File: src/hdl/tccs_pkg.sv
// Shared widths, field offsets and controller/datapath command types of the trigger cell summer.
`default_nettype none

package tccs_pkg;

    localparam int TRIGGER_CELLS = 256;
    localparam int CELL_BITS     = 8;
    localparam int SUM_BITS      = 24;
    localparam int ADC_BITS      = 10;
    localparam int TOT_BITS      = 12;
    localparam int GAIN_BITS     = 8;
    localparam int CHARGE_BITS   = 20;

    // Input tdata layout, lowest bit first.
    localparam int IN_DATA_BITS  = 88;
    localparam int OFS_IDX       = 0;
    localparam int OFS_ADC       = OFS_IDX + CELL_BITS;
    localparam int OFS_TOT       = OFS_ADC + ADC_BITS;
    localparam int OFS_ADC_PED   = OFS_TOT + TOT_BITS;
    localparam int OFS_ADC_THR   = OFS_ADC_PED + ADC_BITS;
    localparam int OFS_TOT_PED   = OFS_ADC_THR + ADC_BITS;
    localparam int OFS_TOT_THR   = OFS_TOT_PED + TOT_BITS;
    localparam int OFS_GAIN      = OFS_TOT_THR + TOT_BITS;

    // Output tdata layout, lowest bit first.
    localparam int OUT_DATA_BITS = 48;

    localparam logic REQ_HIT     = 1'b0;
    localparam logic REQ_READOUT = 1'b1;

    localparam int SHIFT_FOUR    = 1;
    localparam int SHIFT_NINE    = 3;

    typedef struct packed {
        logic load;   // capture the accepted item
        logic rd;     // read the cell and compute the charge
        logic wr;     // update the cell and load the result register
    } t_dp_cmd;

endpackage

`default_nettype wire

File: src/hdl/tccs_ctrl.sv
// Controller state machine: sequences accept, cell read and cell update for each item.
`default_nettype none

module tccs_ctrl
    import tccs_pkg::*;
(
    input  wire     i_clk,
    input  wire     i_rst_n,
    input  wire     i_s_tvalid,
    output logic    o_s_tready,
    output logic    o_m_tvalid,
    input  wire     i_m_tready,
    output t_dp_cmd o_cmd
);

    typedef enum logic [1:0] {
        S_IDLE,
        S_RD,
        S_WR
    } t_state;

    t_state r_state;
    logic   r_out_valid;
    logic   wr_go;

    // The update may only proceed once the result register is free or being emptied.
    assign wr_go      = (r_state == S_WR) && (!r_out_valid || i_m_tready);
    assign o_s_tready = (r_state == S_IDLE);
    assign o_m_tvalid = r_out_valid;

    always_comb begin
        o_cmd      = '0;
        o_cmd.load = (r_state == S_IDLE) && i_s_tvalid;
        o_cmd.rd   = (r_state == S_RD);
        o_cmd.wr   = wr_go;
    end

    always_ff @(posedge i_clk) begin
        if (!i_rst_n) begin
            r_state     <= S_IDLE;
            r_out_valid <= 1'b0;
        end else begin
            unique case (r_state)
                S_IDLE: begin
                    if (i_s_tvalid) begin
                        r_state <= S_RD;
                    end
                end
                S_RD: begin
                    r_state <= S_WR;
                end
                S_WR: begin
                    if (wr_go) begin
                        r_state <= S_IDLE;
                    end
                end
                default: begin
                    r_state <= S_IDLE;
                end
            endcase

            if (wr_go) begin
                r_out_valid <= 1'b1;
            end else if (i_m_tready) begin
                r_out_valid <= 1'b0;
            end
        end
    end

    a_load_then_read: assert property (@(posedge i_clk) disable iff (!i_rst_n)
        o_cmd.load |=> o_cmd.rd)
        else $error("cell read did not follow an accepted item");

    a_read_then_update: assert property (@(posedge i_clk) disable iff (!i_rst_n)
        o_cmd.rd |=> (r_state == S_WR) && !o_s_tready)
        else $error("cell read not followed by the update step");

    a_update_gives_result: assert property (@(posedge i_clk) disable iff (!i_rst_n)
        o_cmd.wr |=> o_m_tvalid && o_s_tready)
        else $error("cell update did not present a result");

endmodule

`default_nettype wire

File: config.mk
export PLATFORM = sky130hd
export DESIGN_NAME = tccs_ctrl
export DESIGN_NICKNAME = d
export VERILOG_FILES = /design/src/hdl/tccs_pkg.sv /design/src/hdl/tccs_ctrl.sv
export SDC_FILE = /design/constraint.sdc
export NUM_CORES = 1
export LEC_CHECK = 0
export ABC_AREA = 0
export BUFFER_PORTS_ARGS = -buffer_cell sky130_fd_sc_hd__buf_4
export CORE_AREA = 3 3 40 42
export CTS_BUF_LIST = sky130_fd_sc_hd__clkbuf_8
export CTS_CLUSTER_DIAMETER = 60
export DETAILED_ROUTE_END_ITERATION = 10
export DIE_AREA = 0 0 43 45
export PLACE_DENSITY = 0.3
export SYNTH_ARGS = -nofsm -noshare
export SYNTH_HDL_FRONTEND = slang
export SYNTH_SLANG_ARGS = --single-unit
export TNS_END_PERCENT = 5
File: constraint.sdc
create_clock -name i_clk -period 1.25 [get_ports i_clk]
set_input_delay 0.3125 -clock i_clk [delete_from_list [all_inputs] [get_ports i_clk]]
set_output_delay 0.3125 -clock i_clk [all_outputs]
set_load 0.01 [all_outputs]
==> results of run 1 <==
## registers in the layout, summed over array words and instances (netlist names)
register,count
r_state,2
o_m_tvalid,1
## per-layer routing
metal	GRT usage	routed length [µm]
met5	0	0
met2	0.0778	216
met4	0.0904	0
met1	0.0361	111
met3	0.0279	19
## where the power goes
part           internal (mW)  switching (mW)  leakage, nW
Combinational         0.0316          0.0157       0.0748
Sequential             0.101         0.00587       0.0261
Clock                  0.209          0.0607       0.0269
Total                  0.341          0.0823        0.128
## cells in the mapped netlist (all sizes together)
cell type  n  area share
buf        1       0.051
and2       1       0.043
dfxtp      3        0.41
nor2b      1       0.043
nor2       1       0.026
a21boi     1       0.051
and4bb     1       0.085
nor3b      1       0.085
o21a       1       0.051
and2b      1       0.068
nand2b     2       0.085
## cells by family (layout without fill, tap and decap cells)
family / after synthesis / count (layout) / synth area share
simple gates: 8 / 8 / 0.436
buf+inv: 1 / 12 / 0.0513
compound gates: 2 / 2 / 0.103
flops: 3 / 3 / 0.410
## critical path, cell delays in order (launching register included)
cell	delay, ns
dfxtp_4	0.35
and2b_4	0.25
buf_6	0.09
## placed cells by master, fill, tap and decap left out
cell type	instances
clkbuf_8	3
o21a_1	1
nand2b_1	1
buf_6	1
buf_4	7
and2b_4	1
and2_1	1
inv_1	1
and4bb_1	1
a21boi_0	1
dfxtp_2	2
nand2b_4	1
nor2b_2	1
nor3b_2	1
nor2_1	1
dfxtp_4	1
## worst min-delay path by stage
| stage | start | slack (ns) | depth (start not counted) | end |
|---|---|---|---|---|
| 2_1_floorplan | i_rst_n | 0.43 | 1 | r_state[1] |
| 3_3_place_gp | o_m_tvalid | 0.51 | 2 | o_m_tvalid |
| 3_5_place_dp | o_m_tvalid | 0.51 | 2 | o_m_tvalid |
| 4_1_cts | i_rst_n | 0.32 | 2 | r_state[1] |
| 5_1_grt | i_rst_n | 0.33 | 2 | r_state[1] |
| 6_report | i_rst_n | 0.32 | 2 | r_state[1] |
## final cells by class
class                           count  area [µm²]  share of cell area
Sequential cell                     3        66.3               0.235
Timing Repair Buffer                8        63.8               0.226
Clock buffer                        3        41.3               0.146
Tap cell                           15        18.8              0.0664
Clock inverter                      1        3.75              0.0133
Multi-Input combinational cell     10        88.8               0.314
## through the flow
| step | utilization | instances | area [µm²] |
|---|---|---|---|
| after floorplan | - | 14 | 146 |
| after global placement | 0.169 | 36 | 218 |
| after detailed placement | 0.169 | 36 | 218 |
| after CTS | 0.206 | 40 | 265 |
| after global routing | 0.220 | 40 | 283 |
| final | 0.220 | 40 | 283 |
## repair_timing
| item | 4_1_cts | 5_1_grt |
|---|---|---|
| buffers inserted | 0 | 0 |
| pin swaps | 0 | 1 |
| endpoints found under the setup margin | 2 | 3 |
| hold buffers | 0 | 0 |
| cloned | 0 | 0 |
| gates resized for setup | 2 | 5 |
==> impl_metrics.py, run 1 <==
metrics = {
    "critical_path": {
        "critPathMaxFanout": 5,
        "start_kind": "flip-flop",
        "critPathLaunch": "r_state[1]",
        "r2r_start": "r_state[1]",
        "rrSetupSlack_ns": 0.40,
        "r2r_cells": 2,
        "critPathKind": "flip-flop to output port",
        "r2r-end": "r_state[1]",
        "cp-end-kind": "output port",
        "cp-endpoint": "o_cmd[1]",
        "cp.arrival_ns": 0.91,
        "cp.required_ns": 0.94,
    },
    "sta": {
        "setup_tns_ns": 0,
        "slew_headroom": 0.900,
        "drv_slew": 0,
        "timing.hold.ws_ns": 0.322,
        "fin_skew_ns": 0.000401,
        "worstMarginPinSlew_ns": 0.149,
        "fin_crit_sh": 0.981,
        "setup_violations": 0,
        "setup_ws_ns": 0.0234,
        "hold_violations": 0,
        "max_freq_ghz": 0.815,
        "fin_crit_ns": 1.23,
        "rsz0062_at_grt": "yes",
    },
    "grt": {
        "grt-ovfl-total": 0,
        "antenna_found_initial": 0,
        "grt_first_pass_wirelength_um": 627,
        "grt_util_all_layers": 0.0524,
        "grt_max_degree": 6,
        "grt_pass1_vias": 158,
    },
    "placed_design": {
        "dp_worst_setup_slack_ns": 0.114,
        "port_buffers": 8,
        "place_congestion": 0.596,
    },
    "layout": {
        "drive_gt1_frac": 0.720,
        "n_antenna_cell": 0,
        "nNetsFinal": 30,
        "synthToLayoutAreaGrowth_pct": 93.2,
        "fillers": 144,
    },
    "routing": {
        "avgRoutedWirePerCell_um": 8.68,
        "drt_first_pass_iters": 1,
        "drtIter0Drc": 0,
        "drc_errors": 0,
        "antenna_left": 0,
        "via_per_inst": 3.43,
        "vias": 137,
        "wl_um": 347,
    },
    "power": {
        "p_per_area_nw_per_um2": 1500,
        "leakagePower_nw": 0.128,
        "vdd.ir_drop.worst_uv": 341,
        "power_mw": 0.423,
    },
    "clock_network": {
        "cts.htree.levels": 1,
        "cts_sinks": 3,
        "clock_path_buffers": 2,
        "clk_pin_slew_ns": 0.03,
        "cts_root_buf": "clkbuf_8",
        "cts_tree": "done",
        "clk_latency_ns": 0.21,
        "numCtsBuffers": 3,
    },
    "worst_hold_path": {
        "hold_class": "input pin to flip-flop",
    },
    "yosys": {
        "postSynthAreaPerCell_um2": 10.5,
        "syn-cell-area_um2": 146,
        "synth_seq_cells": 3,
        "yosysSeqAreaShare": 0.410,
        "syn_nets": 18,
        "synth.distinct_cells": 11,
        "yosys_warnings": 0,
        "syn_inst": 14,
    },
    "die": {
        "row_count": 13,
        "io-pin-count": 9,
        "die_h_um": 45,
        "die_w_um": 43,
        "dieArea_um2": 1940,
        "core_area_um2": 1280,
        "initial_utilization": 0.114,
    },
    "run_status": {
        "outcome": "complete, no violations",
    },
    "run": {
        "maxCapViolations": 0,
    },
}
Note: power is estimated with default switching activity, not from simulation.
==> run 2, diff against run 1 <==
--- a/config.mk
+++ b/config.mk
@@ -6,12 +6,12 @@
 export NUM_CORES = 1
 export LEC_CHECK = 0
 export ABC_AREA = 0
-export BUFFER_PORTS_ARGS = -buffer_cell sky130_fd_sc_hd__buf_4
-export CORE_AREA = 3 3 40 42
+export BUFFER_PORTS_ARGS = -buffer_cell sky130_fd_sc_hd__buf_2
+export CORE_AREA = 8 8 45 47
 export CTS_BUF_LIST = sky130_fd_sc_hd__clkbuf_8
 export CTS_CLUSTER_DIAMETER = 60
 export DETAILED_ROUTE_END_ITERATION = 10
-export DIE_AREA = 0 0 43 45
+export DIE_AREA = 0 0 53 55
 export PLACE_DENSITY = 0.3
 export SYNTH_ARGS = -nofsm -noshare
 export SYNTH_HDL_FRONTEND = slang
==> run 2 against run 1 <==
Power is 1.2% lower. Hold slack better by 0.0079 ns. Die area is 51% higher. Cell count is 2.5% higher. Routed wire length is 9.5% higher. Critical path type unchanged. Register-to-register slack hardly changed. Largest power group unchanged. Clock skew hardly changed. Final area is 7.1% lower. Clock power is 1% higher. Critical path depth stayed put. Combinational power is 16% lower.
==> impl_metrics.py, run 2 (same netlist as run 1, synthesis figures left out) <==
metrics = {
    "run_status": {
        "outcome": "complete, no violations",
    },
    "placed_design": {
        "place_congestion": 0.667,
        "dp_cells": 37,
        "dp.final_hpwl_um": 308,
        "port_buffers": 8,
    },
    "die": {
        "die_w_um": 53,
        "row_count": 14,
        "core_area_um2": 1380,
        "initial_utilization": 0.106,
        "die_h_um": 55,
        "io-pin-count": 9,
        "dieArea_um2": 2920,
    },
    "grt": {
        "grt-ovfl-total": 0,
        "grt_pass1_vias": 149,
        "grt_util_all_layers": 0.0355,
        "grt_max_degree": 6,
        "antenna_found_initial": 0,
        "grt_first_pass_wirelength_um": 558,
    },
    "critical_path": {
        "r2r_cells": 2,
        "critPathLaunch": "r_state[1]",
        "cp.arrival_ns": 0.91,
        "rrSetupSlack_ns": 0.41,
        "cp-end-kind": "output port",
        "critPathMaxFanout": 5,
        "critPathKind": "flip-flop to output port",
        "start_kind": "flip-flop",
        "path_cells": "and2b_4, buf_6",
        "slowest_delay_ns": 0.35,
        "critPathBufInv": 1,
        "cp.depth": 2,
        "r2r_start": "r_state[1]",
        "slowest_stage": "dfxtp_4",
        "cp.required_ns": 0.94,
        "critPathTopFamily": "flip-flops",
    },
    "routing": {
        "drtIter0Drc": 1,
        "drt_first_pass_iters": 2,
        "via_per_inst": 3.32,
        "avgRoutedWirePerCell_um": 9.27,
        "wl_um": 380,
        "vias": 136,
        "drc_errors": 0,
        "antenna_left": 0,
    },
    "worst_hold_path": {
        "hold_class": "input pin to flip-flop",
        "min-delay-start": "i_rst_n",
        "hold_path_depth": 2,
    },
    "sta": {
        "fin_crit_ns": 1.23,
        "rsz0062_at_grt": "yes",
        "fin_skew_ns": 0.000816,
        "max_freq_ghz": 0.815,
        "hold_violations": 0,
        "worstMarginPinSlew_ns": 0.142,
        "slew_headroom": 0.905,
        "drv_slew": 0,
        "setup_violations": 0,
        "fin_crit_sh": 0.981,
    },
    "power": {
        "p_int_mw": 0.334,
        "vdd.ir_drop.worst_uv": 368,
        "leakagePower_nw": 0.121,
        "comb_power_share": 0.095,
        "power_mw": 0.418,
        "p_per_area_nw_per_um2": 1590,
        "power_frac_seq": 0.253,
        "switching_power_mw": 0.0842,
        "clockPowerShare": 0.652,
        "switching_share": 0.201,
    },
    "layout": {
        "mostFrequentLayoutCell": "buf_2",
        "most-common-layout-cells": "buf_2 (7), clkbuf_8 (3)",
        "top_register": "r_state",
        "nNetsFinal": 30,
        "largest_register_ffs": 2,
        "final_cells": 41,
        "n_antenna_cell": 0,
        "drive_gt1_frac": 0.640,
        "fillers": 165,
        "synthToLayoutAreaGrowth_pct": 79.5,
    },
    "clock_network": {
        "post_cts_buffers": 0,
        "numCtsBuffers": 3,
        "cts_tree": "done",
        "clk_pin_slew_ns": 0.03,
        "clock_path_buffers": 2,
        "clk_latency_ns": 0.22,
        "cts.htree.levels": 1,
        "cts_sinks": 3,
        "cts_root_buf": "clkbuf_8",
    },
    "run": {
        "maxCapViolations": 0,
    },
}
[run 2: cell counts in the layout (fill, tap and decap cells not counted)]
Identical to the previous run, type by type.
[run 2: worst reg2reg max path: cells and delay by family, from the launching register on]
kind / cells / cell delay [ns]
flip-flops: 1 / 0.36
AND/OR/NAND/NOR: 1 / 0.20
AO/OA/AOI/OAI: 1 / 0.17
[run 2: what timing repair did]
action / CTS / global route
pin swaps: 0 / 1
hold buffers: 0 / 0
resized for setup: 4 / 1
setup endpoints to repair: 2 / 3
[run 2: power by group through the flow]
stage | sequential [mW] | clock [mW] | combinational [mW]
after floorplan | 0.107 | 0 | 0.0212
after global placement | 0.107 | 0 | 0.0367
after detailed placement | 0.107 | 0 | 0.0368
after CTS | 0.105 | 0.286 | 0.0415
after global routing | 0.106 | 0.302 | 0.0433
final | 0.106 | 0.273 | 0.0399
[run 2: metrics by stage]
step	area [µm²]	setup TNS (ns)	worst slack [ns]	hold WS [ns]	utilization
6_report	263	0	0.0232	0.330	0.190
5_1_grt	263	-0.0401	-0.0204	0.330	0.190
4_1_cts	262	0	0.00117	0.330	0.189
3_5_place_dp	199	0	0.127	0.505	0.144
3_3_place_gp	199	0	0.125	0.511	0.144
2_1_floorplan	146	0	0.250	0.430	-
[run 2: path summary, 6_finish.rpt]
kind	end
setup / recovery	o_cmd[1]
hold / removal	r_state[1]
setup reg to reg	r_state[1]
hold reg to reg	o_m_tvalid
[run 2: final cells by class]
class	instances	area, µm²	share of cell area
Sequential cell	3	65.1	0.248
Clock inverter	1	3.75	0.0143
Tap cell	16	20.0	0.0762
Clock buffer	3	41.3	0.157
Multi-Input combinational cell	10	86.3	0.329
Timing Repair Buffer	8	46.3	0.176
[run 2: routing by layer]
layer / up-vias / part of all wire / track usage / wire length, µm
met5: - / 0 / 0 / 0
met4: 0 / 0.039 / 0.103 / 15
met3: 2 / 0.061 / 0.0187 / 23
met2: 5 / 0.70 / 0.0566 / 266
met1: 60 / 0.20 / 0.00759 / 75
li1: 69 / - / - / -
